$ cat config.mk
export PLATFORM = sky130hd
export DESIGN_NAME = packet_fragment_planner_top_flat
export DESIGN_NICKNAME = d
export VERILOG_FILES = /design/src/design/pfp_pkg.sv /design/src/design/pfp_channels.sv /design/src/design/pfp_div.sv /design/src/design/pfp_front.sv /design/src/design/pfp_queue.sv /design/src/design/pfp_back.sv /design/src/design/packet_fragment_planner_top.sv /design/src/flat_wrapper.sv
export VERILOG_INCLUDE_DIRS = /design/src /design/src/design
export SDC_FILE = /design/constraint.sdc
export NUM_CORES = 1
export LEC_CHECK = 0
export BUFFER_PORTS_ARGS = -buffer_cell sky130_fd_sc_hd__buf_2
export CORE_MARGIN = 5
export CORE_UTILIZATION = 33
export CTS_BUF_LIST = sky130_fd_sc_hd__clkbuf_4 sky130_fd_sc_hd__clkbuf_8
export CTS_CLUSTER_SIZE = 10
export DETAILED_ROUTE_END_ITERATION = 12
export GPL_ROUTABILITY_DRIVEN = 0
export SLEW_MARGIN = 40
export SYNTH_ARGS = -nofsm -noshare
export SYNTH_HDL_FRONTEND = slang
export SYNTH_SLANG_ARGS = --single-unit
$ cat constraint.sdc
create_clock -name clk -period 21 [get_ports clk]
set_input_delay 1.05 -clock clk [delete_from_list [all_inputs] [get_ports clk]]
set_output_delay 1.05 -clock clk [all_outputs]
set_load 0.02 [all_outputs]
$ cat src/design/assert_macros.svh
// assertion macros shared by the packet fragment planner rtl
// expects clk and rst_n in the scope of each use
`ifndef ASSERT_MACROS_SVH
`define ASSERT_MACROS_SVH

// same-cycle implication, checked outside reset
`define PFP_ASSERT_IMPL(label, ante, cons, msg) \
  label: assert property (@(posedge clk) disable iff (!rst_n) (ante) |-> (cons)) \
    else $error(msg);

// next-cycle implication, checked outside reset
`define PFP_ASSERT_NEXT(label, ante, cons, msg) \
  label: assert property (@(posedge clk) disable iff (!rst_n) (ante) |=> (cons)) \
    else $error(msg);

`endif

$ cat src/design/pfp_pkg.sv
// package for the packet fragment planner: widths, codes, job and divider types
// no dependencies
`timescale 1ns / 1ps
`default_nettype none

package pfp_pkg;

  localparam int LENGTH_BITS   = 16;
  localparam int MAX_FRAGMENTS = 64;
  localparam int COEF_BITS     = 16;
  localparam int CNT_BITS      = $clog2(MAX_FRAGMENTS + 1);
  localparam int N_BITS        = LENGTH_BITS + 1;
  localparam int DIV_CNT_BITS  = $clog2(LENGTH_BITS + 1);
  localparam int MODE_BITS     = 2;
  localparam int CFG_IDX_BITS  = 2;
  localparam int CFG_DATA_BITS = LENGTH_BITS;
  localparam int QUEUE_DEPTH   = 2;
  localparam int QPTR_BITS     = $clog2(QUEUE_DEPTH);
  localparam int QCNT_BITS     = $clog2(QUEUE_DEPTH + 1);
  localparam int STATUS_BITS   = 3;

  localparam logic [MODE_BITS-1:0] MODE_PASS    = 2'd0;
  localparam logic [MODE_BITS-1:0] MODE_SPLIT   = 2'd1;
  localparam logic [MODE_BITS-1:0] MODE_NOSPLIT = 2'd2;

  localparam logic [CFG_IDX_BITS-1:0] CFG_LIMIT_MODE    = 2'd0;
  localparam logic [CFG_IDX_BITS-1:0] CFG_MAX_PART_SIZE = 2'd1;

  typedef enum logic [STATUS_BITS-1:0] {
    ST_FRAGMENT  = 3'd0,
    ST_WHOLE     = 3'd1,
    ST_TOO_LARGE = 3'd2,
    ST_TOO_MANY  = 3'd3,
    ST_EMPTY     = 3'd4
  } status_e_t;

  typedef enum logic [2:0] {
    FS_IDLE,
    FS_CLASS,
    FS_DIV1,
    FS_DIV2,
    FS_CALC,
    FS_PUSH
  } front_state_t;

  typedef struct packed {
    status_e_t              status;
    logic [LENGTH_BITS-1:0] len;
    logic [COEF_BITS-1:0]   coef;
    logic [COEF_BITS-1:0]   cnt;
    logic                   last;
    logic [LENGTH_BITS-1:0] q;
    logic [CNT_BITS-1:0]    n;
  } job_t;

  typedef struct packed {
    logic                   start;
    logic [LENGTH_BITS-1:0] dividend;
    logic [LENGTH_BITS-1:0] divisor;
  } div_req_t;

  typedef struct packed {
    logic                   done;
    logic [LENGTH_BITS-1:0] quot;
    logic [LENGTH_BITS-1:0] rem;
  } div_rsp_t;

endpackage

`default_nettype wire

$ cat src/design/pfp_channels.sv
// request and configuration channel interfaces of the packet fragment planner
// depends on pfp_pkg
`timescale 1ns / 1ps
`default_nettype none

interface pfp_in_if;
  logic                            valid;
  logic                            ready;
  logic [pfp_pkg::LENGTH_BITS-1:0] packet_length;
  logic [pfp_pkg::COEF_BITS-1:0]   split_coefficient;
  logic [pfp_pkg::COEF_BITS-1:0]   split_counter;
  logic                            packet_is_last;

  modport source (output valid, packet_length, split_coefficient, split_counter,
                  packet_is_last, input ready);
  modport sink (input valid, packet_length, split_coefficient, split_counter,
                packet_is_last, output ready);
endinterface

interface pfp_out_if;
  logic                            valid;
  logic                            ready;
  logic [pfp_pkg::STATUS_BITS-1:0] status;
  logic [pfp_pkg::LENGTH_BITS-1:0] fragment_offset;
  logic [pfp_pkg::LENGTH_BITS-1:0] fragment_length;
  logic [pfp_pkg::COEF_BITS-1:0]   out_coefficient;
  logic [pfp_pkg::COEF_BITS-1:0]   out_counter;
  logic                            fragment_is_last;
  logic                            end_of_run;

  modport source (output valid, status, fragment_offset, fragment_length,
                  out_coefficient, out_counter, fragment_is_last, end_of_run,
                  input ready);
  modport sink (input valid, status, fragment_offset, fragment_length,
                out_coefficient, out_counter, fragment_is_last, end_of_run,
                output ready);
endinterface

interface pfp_cfg_if;
  logic                              valid;
  logic                              ready;
  logic [pfp_pkg::CFG_IDX_BITS-1:0]  reg_index;
  logic [pfp_pkg::CFG_DATA_BITS-1:0] wdata;

  modport source (output valid, reg_index, wdata, input ready);
  modport sink (input valid, reg_index, wdata, output ready);
endinterface

`default_nettype wire

$ cat src/design/pfp_div.sv
// serial restoring divider, one quotient bit per cycle
// depends on pfp_pkg
`timescale 1ns / 1ps
`default_nettype none

module pfp_div (
  input  wire logic              clk,
  input  wire logic              rst_n,
  input  wire pfp_pkg::div_req_t req,
  output pfp_pkg::div_rsp_t      rsp
);
  import pfp_pkg::*;

  logic                    busy_r, busy_nxt;
  logic                    done_r, done_nxt;
  logic [DIV_CNT_BITS-1:0] step_r, step_nxt;
  logic [LENGTH_BITS-1:0]  quot_r;
  logic [LENGTH_BITS-1:0]  rem_r;
  logic [LENGTH_BITS-1:0]  divisor_r;
  logic [LENGTH_BITS:0]    shifted;
  logic [LENGTH_BITS:0]    diff;
  logic                    ge;

  always_comb begin
    shifted = {rem_r, quot_r[LENGTH_BITS-1]};
    ge      = (shifted >= {1'b0, divisor_r});
    diff    = shifted - {1'b0, divisor_r};
  end

  always_comb begin
    busy_nxt = busy_r;
    done_nxt = 1'b0;
    step_nxt = step_r;
    if (req.start) begin
      busy_nxt = 1'b1;
      step_nxt = DIV_CNT_BITS'(LENGTH_BITS);
    end else if (busy_r) begin
      step_nxt = step_r - DIV_CNT_BITS'(1);
      if (step_r == DIV_CNT_BITS'(1)) begin
        busy_nxt = 1'b0;
        done_nxt = 1'b1;
      end
    end
  end

  always_ff @(posedge clk) begin
    if (!rst_n) begin
      busy_r <= 1'b0;
      done_r <= 1'b0;
      step_r <= '0;
    end else begin
      busy_r <= busy_nxt;
      done_r <= done_nxt;
      step_r <= step_nxt;
    end
  end

  always_ff @(posedge clk) begin
    if (req.start) begin
      quot_r    <= req.dividend;
      rem_r     <= '0;
      divisor_r <= req.divisor;
    end else if (busy_r) begin
      quot_r <= {quot_r[LENGTH_BITS-2:0], ge};
      rem_r  <= ge ? diff[LENGTH_BITS-1:0] : shifted[LENGTH_BITS-1:0];
    end
  end

  assign rsp.done = done_r;
  assign rsp.quot = quot_r;
  assign rsp.rem  = rem_r;

endmodule

`default_nettype wire

$ cat src/design/pfp_front.sv
// front end: accepts packet descriptors, classifies them and plans the split
// depends on pfp_pkg and pfp_channels; drives the shared divider pfp_div
`timescale 1ns / 1ps
`default_nettype none

`include "assert_macros.svh"

module pfp_front (
  input  wire logic                            clk,
  input  wire logic                            rst_n,
  pfp_in_if.sink                               in_ch,
  input  wire logic [pfp_pkg::MODE_BITS-1:0]   limit_mode,
  input  wire logic [pfp_pkg::LENGTH_BITS-1:0] max_part_size,
  output pfp_pkg::div_req_t                    div_req,
  input  wire pfp_pkg::div_rsp_t               div_rsp,
  output logic                                 push,
  output pfp_pkg::job_t                        push_job,
  input  wire logic                            full
);
  import pfp_pkg::*;

  front_state_t           state_r, state_nxt;
  logic [LENGTH_BITS-1:0] len_r;
  logic [COEF_BITS-1:0]   coef_r;
  logic [COEF_BITS-1:0]   cnt_r;
  logic                   last_r;
  logic [CNT_BITS-1:0]    n_r;
  logic [LENGTH_BITS-1:0] q_r;
  job_t                   job_r;

  status_e_t                      cls_status;
  logic                           needs_split;
  logic                           split_mode;
  logic                           fits;
  logic [N_BITS-1:0]              n_ceil;
  logic [N_BITS-1:0]              n_even;
  logic                           too_many;
  logic [COEF_BITS-1:0]           coef_prod;
  logic [COEF_BITS-1:0]           cnt_prod;
  logic [COEF_BITS-1:0]           first_cnt;
  job_t                           single_job;
  job_t                           frag_job;

  // classification of the latched descriptor
  always_comb begin
    split_mode  = (limit_mode == MODE_SPLIT) || (limit_mode == MODE_NOSPLIT);
    fits        = (max_part_size == '0) || (max_part_size >= len_r);
    needs_split = 1'b0;
    if (len_r == '0) begin
      cls_status = ST_EMPTY;
    end else if (!split_mode || fits) begin
      cls_status = ST_WHOLE;
    end else if (limit_mode == MODE_NOSPLIT) begin
      cls_status = ST_TOO_LARGE;
    end else begin
      cls_status  = ST_FRAGMENT;
      needs_split = 1'b1;
    end
  end

  // part count, rounded up then made even
  always_comb begin
    n_ceil   = {1'b0, div_rsp.quot} + N_BITS'(div_rsp.rem != '0);
    n_even   = n_ceil + N_BITS'(n_ceil[0]);
    too_many = (n_even > N_BITS'(MAX_FRAGMENTS));
  end

  always_comb begin
    coef_prod = coef_r * COEF_BITS'(n_r);
    cnt_prod  = cnt_r * COEF_BITS'(n_r);
    first_cnt = cnt_prod - COEF_BITS'(n_r) + COEF_BITS'(1);
  end

  always_comb begin
    single_job.status = (state_r == FS_DIV1) ? ST_TOO_MANY : cls_status;
    single_job.len    = len_r;
    single_job.coef   = coef_r;
    single_job.cnt    = cnt_r;
    single_job.last   = last_r;
    single_job.q      = '0;
    single_job.n      = CNT_BITS'(1);

    frag_job.status = ST_FRAGMENT;
    frag_job.len    = len_r;
    frag_job.coef   = coef_prod;
    frag_job.cnt    = first_cnt;
    frag_job.last   = last_r;
    frag_job.q      = q_r;
    frag_job.n      = n_r;
  end

  always_comb begin
    state_nxt = state_r;
    case (state_r)
      FS_IDLE:  if (in_ch.valid) state_nxt = FS_CLASS;
      FS_CLASS: state_nxt = needs_split ? FS_DIV1 : FS_PUSH;
      FS_DIV1: begin
        if (div_rsp.done) state_nxt = too_many ? FS_PUSH : FS_DIV2;
      end
      FS_DIV2:  if (div_rsp.done) state_nxt = FS_CALC;
      FS_CALC:  state_nxt = FS_PUSH;
      FS_PUSH:  if (!full) state_nxt = FS_IDLE;
      default:  state_nxt = FS_IDLE;
    endcase
  end

  always_comb begin
    in_ch.ready      = 1'b0;
    push             = 1'b0;
    div_req.start    = 1'b0;
    div_req.dividend = len_r;
    div_req.divisor  = max_part_size;
    case (state_r)
      FS_IDLE:  in_ch.ready = 1'b1;
      FS_CLASS: div_req.start = needs_split;
      FS_DIV1: begin
        div_req.start   = div_rsp.done && !too_many;
        div_req.divisor = LENGTH_BITS'(n_even[CNT_BITS-1:0]);
      end
      FS_PUSH:  push = 1'b1;
      default:  push = 1'b0;
    endcase
  end

  assign push_job = job_r;

  always_ff @(posedge clk) begin
    if (!rst_n) begin
      state_r <= FS_IDLE;
    end else begin
      state_r <= state_nxt;
    end
  end

  always_ff @(posedge clk) begin
    case (state_r)
      FS_IDLE: begin
        if (in_ch.valid) begin
          len_r  <= in_ch.packet_length;
          coef_r <= in_ch.split_coefficient;
          cnt_r  <= in_ch.split_counter;
          last_r <= in_ch.packet_is_last;
        end
      end
      FS_CLASS: job_r <= single_job;
      FS_DIV1: begin
        if (div_rsp.done) begin
          n_r   <= n_even[CNT_BITS-1:0];
          job_r <= single_job;
        end
      end
      FS_DIV2: if (div_rsp.done) q_r <= div_rsp.quot;
      FS_CALC: job_r <= frag_job;
      default: job_r <= job_r;
    endcase
  end

  `PFP_ASSERT_IMPL(a_push_count_range, push,
    (push_job.n != '0) && (push_job.n <= CNT_BITS'(MAX_FRAGMENTS)),
    "job pushed with a part count out of range")
  `PFP_ASSERT_IMPL(a_div_done_in_div, div_rsp.done,
    (state_r == FS_DIV1) || (state_r == FS_DIV2),
    "divider finished outside a divide state")

endmodule

`default_nettype wire

$ cat src/design/pfp_queue.sv
// two-entry job queue between the front end and the back end
// depends on pfp_pkg
`timescale 1ns / 1ps
`default_nettype none

`include "assert_macros.svh"

module pfp_queue (
  input  wire logic          clk,
  input  wire logic          rst_n,
  input  wire logic          push,
  input  wire pfp_pkg::job_t push_job,
  output logic               full,
  input  wire logic          pop,
  output pfp_pkg::job_t      head,
  output logic               empty
);
  import pfp_pkg::*;

  job_t                 mem_r [QUEUE_DEPTH];
  logic [QPTR_BITS-1:0] wr_ptr_r, wr_ptr_nxt;
  logic [QPTR_BITS-1:0] rd_ptr_r, rd_ptr_nxt;
  logic [QCNT_BITS-1:0] count_r, count_nxt;
  logic                 do_push;
  logic                 do_pop;

  assign full    = (count_r == QCNT_BITS'(QUEUE_DEPTH));
  assign empty   = (count_r == '0);
  assign do_push = push && !full;
  assign do_pop  = pop && !empty;
  assign head    = mem_r[rd_ptr_r];

  always_comb begin
    wr_ptr_nxt = wr_ptr_r;
    rd_ptr_nxt = rd_ptr_r;
    count_nxt  = count_r;
    if (do_push) begin
      wr_ptr_nxt = (wr_ptr_r == QPTR_BITS'(QUEUE_DEPTH - 1)) ? '0 :
                   wr_ptr_r + QPTR_BITS'(1);
    end
    if (do_pop) begin
      rd_ptr_nxt = (rd_ptr_r == QPTR_BITS'(QUEUE_DEPTH - 1)) ? '0 :
                   rd_ptr_r + QPTR_BITS'(1);
    end
    if (do_push && !do_pop) begin
      count_nxt = count_r + QCNT_BITS'(1);
    end else if (do_pop && !do_push) begin
      count_nxt = count_r - QCNT_BITS'(1);
    end
  end

  always_ff @(posedge clk) begin
    if (!rst_n) begin
      wr_ptr_r <= '0;
      rd_ptr_r <= '0;
      count_r  <= '0;
    end else begin
      wr_ptr_r <= wr_ptr_nxt;
      rd_ptr_r <= rd_ptr_nxt;
      count_r  <= count_nxt;
    end
  end

  always_ff @(posedge clk) begin
    if (do_push) begin
      mem_r[wr_ptr_r] <= push_job;
    end
  end

  `PFP_ASSERT_NEXT(a_queue_count_step, do_push && !do_pop,
    count_r == $past(count_r) + QCNT_BITS'(1),
    "queue fill count lost a job")

endmodule

`default_nettype wire

$ cat src/design/pfp_back.sv
// back end: walks the queued job and, while out_ch does not stall, drives one
// fragment descriptor per cycle; depends on pfp_pkg and pfp_channels
`timescale 1ns / 1ps
`default_nettype none

`include "assert_macros.svh"

module pfp_back (
  input  wire logic          clk,
  input  wire logic          rst_n,
  input  wire pfp_pkg::job_t head,
  input  wire logic          empty,
  output logic               pop,
  pfp_out_if.source          out_ch
);
  import pfp_pkg::*;

  logic [CNT_BITS-1:0]    idx_r, idx_nxt;
  logic [LENGTH_BITS-1:0] off_r, off_nxt;
  logic                   out_valid_r, out_valid_nxt;
  logic [STATUS_BITS-1:0] status_r;
  logic [LENGTH_BITS-1:0] offset_r;
  logic [LENGTH_BITS-1:0] length_r;
  logic [COEF_BITS-1:0]   coef_r;
  logic [COEF_BITS-1:0]   counter_r;
  logic                   is_last_r;
  logic                   eor_r;
  logic                   emit;
  logic                   fin;

  assign emit = !empty && (!out_valid_r || out_ch.ready);
  assign fin  = (idx_r == head.n - CNT_BITS'(1));
  assign pop  = emit && fin;

  always_comb begin
    idx_nxt       = idx_r;
    off_nxt       = off_r;
    out_valid_nxt = out_valid_r;
    if (out_ch.ready) begin
      out_valid_nxt = 1'b0;
    end
    if (emit) begin
      out_valid_nxt = 1'b1;
      if (fin) begin
        idx_nxt = '0;
        off_nxt = '0;
      end else begin
        idx_nxt = idx_r + CNT_BITS'(1);
        off_nxt = off_r + head.q;
      end
    end
  end

  always_ff @(posedge clk) begin
    if (!rst_n) begin
      idx_r       <= '0;
      off_r       <= '0;
      out_valid_r <= 1'b0;
    end else begin
      idx_r       <= idx_nxt;
      off_r       <= off_nxt;
      out_valid_r <= out_valid_nxt;
    end
  end

  always_ff @(posedge clk) begin
    if (emit) begin
      status_r  <= head.status;
      offset_r  <= off_r;
      length_r  <= fin ? head.len - off_r : head.q;
      coef_r    <= head.coef;
      counter_r <= head.cnt + COEF_BITS'(idx_r);
      is_last_r <= fin ? head.last : 1'b0;
      eor_r     <= fin;
    end
  end

  assign out_ch.valid            = out_valid_r;
  assign out_ch.status           = status_r;
  assign out_ch.fragment_offset  = offset_r;
  assign out_ch.fragment_length  = length_r;
  assign out_ch.out_coefficient  = coef_r;
  assign out_ch.out_counter      = counter_r;
  assign out_ch.fragment_is_last = is_last_r;
  assign out_ch.end_of_run       = eor_r;

  `PFP_ASSERT_IMPL(a_index_in_job, !empty, idx_r < head.n,
    "fragment index ran past the part count")
  `PFP_ASSERT_IMPL(a_index_idle_zero, empty, (idx_r == '0) && (off_r == '0),
    "fragment walk not rewound between jobs")

endmodule

`default_nettype wire

$ cat src/design/packet_fragment_planner_top.sv
// Packet fragment planner, top level: configuration registers and the
// front end, job queue, divider and back end. Depends on pfp_pkg,
// pfp_channels, pfp_div, pfp_front, pfp_queue and pfp_back.
//
// in_ch takes one packet descriptor per request; out_ch returns its
// fragment descriptors in order, end_of_run marking the last one of a packet.
// cfg_ch writes limit_mode (index 0) and max_part_size (index 1); it is
// always ready. It must be written only while the block is idle; the
// block does not enforce this. A packet that passes whole, is too large
// or is empty gives one result: the front end classifies it, pushes one
// job and returns to idle for the next packet. An oversize packet in
// split mode runs a serial division on the shared one-bit-per-cycle
// divider; with too many parts it is flagged and pushed as one job.
// Otherwise a second division by the even part count gives the part size,
// and the back end emits one fragment per cycle while out_ch does not stall.
// The queue of two jobs lets the front end plan the next packet while the
// back end still emits fragments. When out_ch stalls, the output register
// holds its descriptor, the queue fills and then in_ch drops ready.
// Reset (rst_n low, synchronous) clears the control and configuration
// registers to 0 and empties the queue; there is no clearing pass.
`timescale 1ns / 1ps
`default_nettype none

module packet_fragment_planner_top (
  input  wire logic clk,
  input  wire logic rst_n,
  pfp_in_if.sink    in_ch,
  pfp_out_if.source out_ch,
  pfp_cfg_if.sink   cfg_ch
);
  import pfp_pkg::*;

  logic [MODE_BITS-1:0]   limit_mode_r;
  logic [LENGTH_BITS-1:0] max_part_size_r;

  div_req_t div_req;
  div_rsp_t div_rsp;
  logic     push;
  job_t     push_job;
  logic     full;
  logic     pop;
  job_t     head;
  logic     empty;

  assign cfg_ch.ready = 1'b1;

  always_ff @(posedge clk) begin
    if (!rst_n) begin
      limit_mode_r    <= '0;
      max_part_size_r <= '0;
    end else if (cfg_ch.valid) begin
      case (cfg_ch.reg_index)
        CFG_LIMIT_MODE:    limit_mode_r <= cfg_ch.wdata[MODE_BITS-1:0];
        CFG_MAX_PART_SIZE: max_part_size_r <= cfg_ch.wdata[LENGTH_BITS-1:0];
        default:           limit_mode_r <= limit_mode_r;
      endcase
    end
  end

  pfp_div u_div (
    .clk   (clk),
    .rst_n (rst_n),
    .req   (div_req),
    .rsp   (div_rsp)
  );

  pfp_front u_front (
    .clk           (clk),
    .rst_n         (rst_n),
    .in_ch         (in_ch),
    .limit_mode    (limit_mode_r),
    .max_part_size (max_part_size_r),
    .div_req       (div_req),
    .div_rsp       (div_rsp),
    .push          (push),
    .push_job      (push_job),
    .full          (full)
  );

  pfp_queue u_queue (
    .clk      (clk),
    .rst_n    (rst_n),
    .push     (push),
    .push_job (push_job),
    .full     (full),
    .pop      (pop),
    .head     (head),
    .empty    (empty)
  );

  pfp_back u_back (
    .clk    (clk),
    .rst_n  (rst_n),
    .head   (head),
    .empty  (empty),
    .pop    (pop),
    .out_ch (out_ch)
  );

endmodule

`default_nettype wire
$ cat src/flat_wrapper.sv
// flat-port wrapper written by rule: the top's interface ports become plain ports
module packet_fragment_planner_top_flat import pfp_pkg::*;
  (clk, rst_n, in_ch_valid, in_ch_packet_length, in_ch_split_coefficient, in_ch_split_counter, in_ch_packet_is_last, in_ch_ready, out_ch_valid, out_ch_status, out_ch_fragment_offset, out_ch_fragment_length, out_ch_out_coefficient, out_ch_out_counter, out_ch_fragment_is_last, out_ch_end_of_run, out_ch_ready, cfg_ch_valid, cfg_ch_reg_index, cfg_ch_wdata, cfg_ch_ready);
  pfp_in_if in_ch_i ();
  pfp_out_if out_ch_i ();
  pfp_cfg_if cfg_ch_i ();
  input  wire logic clk;
  input  wire logic rst_n;
  input wire logic [$bits(in_ch_i.valid)-1:0] in_ch_valid;
  input wire logic [$bits(in_ch_i.packet_length)-1:0] in_ch_packet_length;
  input wire logic [$bits(in_ch_i.split_coefficient)-1:0] in_ch_split_coefficient;
  input wire logic [$bits(in_ch_i.split_counter)-1:0] in_ch_split_counter;
  input wire logic [$bits(in_ch_i.packet_is_last)-1:0] in_ch_packet_is_last;
  output wire logic [$bits(in_ch_i.ready)-1:0] in_ch_ready;
  output wire logic [$bits(out_ch_i.valid)-1:0] out_ch_valid;
  output wire logic [$bits(out_ch_i.status)-1:0] out_ch_status;
  output wire logic [$bits(out_ch_i.fragment_offset)-1:0] out_ch_fragment_offset;
  output wire logic [$bits(out_ch_i.fragment_length)-1:0] out_ch_fragment_length;
  output wire logic [$bits(out_ch_i.out_coefficient)-1:0] out_ch_out_coefficient;
  output wire logic [$bits(out_ch_i.out_counter)-1:0] out_ch_out_counter;
  output wire logic [$bits(out_ch_i.fragment_is_last)-1:0] out_ch_fragment_is_last;
  output wire logic [$bits(out_ch_i.end_of_run)-1:0] out_ch_end_of_run;
  input wire logic [$bits(out_ch_i.ready)-1:0] out_ch_ready;
  input wire logic [$bits(cfg_ch_i.valid)-1:0] cfg_ch_valid;
  input wire logic [$bits(cfg_ch_i.reg_index)-1:0] cfg_ch_reg_index;
  input wire logic [$bits(cfg_ch_i.wdata)-1:0] cfg_ch_wdata;
  output wire logic [$bits(cfg_ch_i.ready)-1:0] cfg_ch_ready;
  assign in_ch_i.valid = in_ch_valid;
  assign in_ch_i.packet_length = in_ch_packet_length;
  assign in_ch_i.split_coefficient = in_ch_split_coefficient;
  assign in_ch_i.split_counter = in_ch_split_counter;
  assign in_ch_i.packet_is_last = in_ch_packet_is_last;
  assign in_ch_ready = in_ch_i.ready;
  assign out_ch_valid = out_ch_i.valid;
  assign out_ch_status = out_ch_i.status;
  assign out_ch_fragment_offset = out_ch_i.fragment_offset;
  assign out_ch_fragment_length = out_ch_i.fragment_length;
  assign out_ch_out_coefficient = out_ch_i.out_coefficient;
  assign out_ch_out_counter = out_ch_i.out_counter;
  assign out_ch_fragment_is_last = out_ch_i.fragment_is_last;
  assign out_ch_end_of_run = out_ch_i.end_of_run;
  assign out_ch_i.ready = out_ch_ready;
  assign cfg_ch_i.valid = cfg_ch_valid;
  assign cfg_ch_i.reg_index = cfg_ch_reg_index;
  assign cfg_ch_i.wdata = cfg_ch_wdata;
  assign cfg_ch_ready = cfg_ch_i.ready;
  packet_fragment_planner_top u_core (.clk(clk), .rst_n(rst_n), .in_ch(in_ch_i), .out_ch(out_ch_i), .cfg_ch(cfg_ch_i));
endmodule
==> flow_summary.toml <==
[clock_tree]
cts_setup_buffers = 0
cts_hold_buf = 0
clkSinkCount = 470
cts-htree-levels = 3
clk_pin_slew_ns = 0.07
clock-root-buffer = "clkbuf_8"
cts_resized = 0
numCtsBuffers = 79
cts_tree = "yes"
cts_buffer_depth = 3
clk_latency_ns = 0.68

[final_layout]
area_delta_synth_final_pct = 14.4
layout.nets = 2596
multi_input_area_um2 = 11100
design_area_um2 = 29100
final_cell_mix = "397 x edfxtp_1, 239 x nand2_1, 158 x inv_1"
final_common_cell = "edfxtp_1"
layout-drive-gt1-share_pct = 15.7
utilization_pct = 38.1
top_register = "u_core.u_queue.mem_r"
fill_cells = 7297
reg_top3 = "u_core.u_queue.mem_r (150), u_core.u_front.push_job (75)"
largest_register_ffs = 150
register_area_um2 = 13400

[outcome]
run_status = "complete, no violations"

[detailed_routing]
vias_per_cell = 4.87
vias = 16500
wl_per_cell_um = 17.0
drc = 0
totalWireLength_um = 57500
firstDrtPassIters = 6
drtIter0Drc = 1311
final_antenna_net_count = 0

[flow_run]
max_cap_viol_count = 0

[place]
dpl_worst_slack_ns = 15.57
dp_hpwl_um = 41800
place.port_buffers = 142
post_dp_cell_area_um2 = 27300

[synth]
synth_seq_cells = 470
synth-edff-count = 397
synthTopCellsByArea = "edfxtp_1 47%, ha_1 7.1%, fa_1 7.0%"
netlist_area_um2 = 25400
yosysTopAreaCell = "edfxtp_1"
ys.flop_type = "edfxtp_1"
syn_area_per_cell_um2 = 11.9
seq_area_frac_synth_pct = 52.7
yosysUniqueCellTypes = 70
yosys_warnings = 0
syn_inst = 2128
synthArstFlopShare_pct = 0
synth_top_area_share_pct = 46.9

[sta]
max_freq_mhz = 182
final-max-slew-violation-count = 0
finalWorstSetupSlack_ns = 15.50
tns_ns = 0
relSlewSlack_pct = 48.5
skew_ns = 0.0443
hold_violations = 0
fin_crit_ns = 5.50
rsz0062_at_grt = "no"
finalSetupViolations = 0
post-route-period-util_pct = 26.2
worst_slew_pin_slew_ns = 0.767

[pwr]
p_leak_nw = 11.3
p_per_area_nw_per_um2 = 100
irDropWorstVdd_v = 0.0000441
power_mw = 2.91

[global_route]
antenna_found_initial = 3
met1_usage_pct = 19.2
busiest_layer = "met2"
grt_util_met3_pct = 2.19
grt_pass1_wl_um = 91700
grt_max_degree = 75
grt_use_met2_pct = 22.0
grt_overflow = 0
grt_use_total_pct = 13.9
grt_pass1_vias = 16800

[floorplan]
initial_core_util_pct = 33.3
die-area_um2 = 82700
fp.dieW_um = 287
die_h_um = 287
core_area_um2 = 76200
boundaryPins = 144
rows = 101

[worst_setup_path]
r2r_slack_ns = 15.50
cp.required_ns = 21.29
path_cells = "nor4_1 > nand4_1 > ha_1 > ha_1 > ha_1 > nand2_1 > nor3_1 > a21oi_1 > xnor2_1 > o41ai_2 > nand3_1 > nor4_2 > nand4_1 > a21oi_4 > buf_4 > or2_1"
cpMostUsedCell = "ha_1"
startpoint_type = "flop"
slowest_delay_ns = 0.61
cp_max_fo = 54
cp_slowest_cell = "or2_1"
startpoint = "u_core.u_div.rem_r[3]"
crit_type = "flop to flop"
r2r_cells = 16
endpoint_kind = "flop"
critPathArrivalTime_ns = 5.78
r2r-start = "u_core.u_div.rem_r[3]"
r2r-end = "u_core.u_div.quot_r[0]"

[min_path]
hold_start = "u_core.u_front.last_r"
worstHoldPathCells = 0
min_to = "u_core.u_front.push_job[23]"
hold_class = "flop to flop"
-- critical path: cells and delay by family (launching register included) --
kind                     cells  cell delay, ns
AND/OR/NAND/NOR              8            2.27
adder cells (fa/ha/maj)      3            0.99
AO/OA/AOI/OAI                3            0.70
buffers and inverters        1            0.55
flip-flops                   1            0.34
XOR/XNOR                     1            0.21
-- cell type report --
type                       count  share of cell area (%)
sequential                   470                    46.1
multi-input combinational   1416                    38.3
tap                         1030                    4.43
clock buffer                 102                    4.42
timing repair buffer         163                    3.23
inverter                     160                    2.07
clock inverter                43                    1.47
antenna                        2                  0.0172
-- layer usage --
layer | vias to the layer above | part of all wire (%)
li1 | 7865 | -
met1 | 8022 | 45
met2 | 493 | 46
met3 | 125 | 5.4
met4 | 0 | 2.9
met5 | - | 0
-- logic make-up after synthesis --
| kind of cell | after synthesis | synth area share (%) |
|---|---|---|
| other | 1 | 0.0148 |
| multiplexers | 109 | 4.63 |
| XOR/XNOR | 131 | 4.52 |
| AND/OR/NAND/NOR | 640 | 12.6 |
| adder cells (fa/ha/maj) | 234 | 14.2 |
| AO/OA/AOI/OAI | 300 | 7.61 |
| flip-flops | 470 | 52.7 |
| buffers and inverters | 243 | 3.77 |
-- synthesized netlist by cell type (all sizes together) (5+ instances only) --
cell	n
edfxtp	397
nand2	239
inv	158
ha	145
fa	89
xnor2	88
and2	87
nor2	81
a21oi	74
dfxtp	73
mux2	68
o21ai	66
clkbuf	59
xor2	43
mux2i	41
nor2b	39
nor3	38
nand3	29
a21o	27
and3	25
buf	24
nor4	24
a211oi	23
a21boi	20
nand2b	17
nand4	14
o21bai	14
or3	13
a31oi	11
nor3b	9
o31ai	9
a22oi	8
o21a	8
nand3b	6
nor4b	5
o211ai	5
-- report_power, final --
part           total, mW  switching [mW]  leakage [nW]  internal, mW
Sequential          1.26          0.0844          4.29          1.18
Combinational      0.780           0.451          6.12         0.329
Clock              0.870           0.377         0.883         0.493
-- per-stage QoR --
step	hold slack, ns	cells
final	0.429	3386
after global routing	0.450	3385
after CTS	0.431	3383
after detailed placement	0.431	3238
after global placement	0.406	3229
after floorplan	0.400	2129
-- worst max-delay path by stage --
stage,endpoint,cells after the start
after floorplan,u_core.u_front.push_job[0],5
after global placement,u_core.u_front.push_job[39],18
after detailed placement,u_core.u_div.quot_r[10],16
after CTS,u_core.u_div.quot_r[0],16
after global routing,u_core.u_div.quot_r[2],15
final,u_core.u_div.quot_r[0],16
Power figures use the tool's default switching activity.
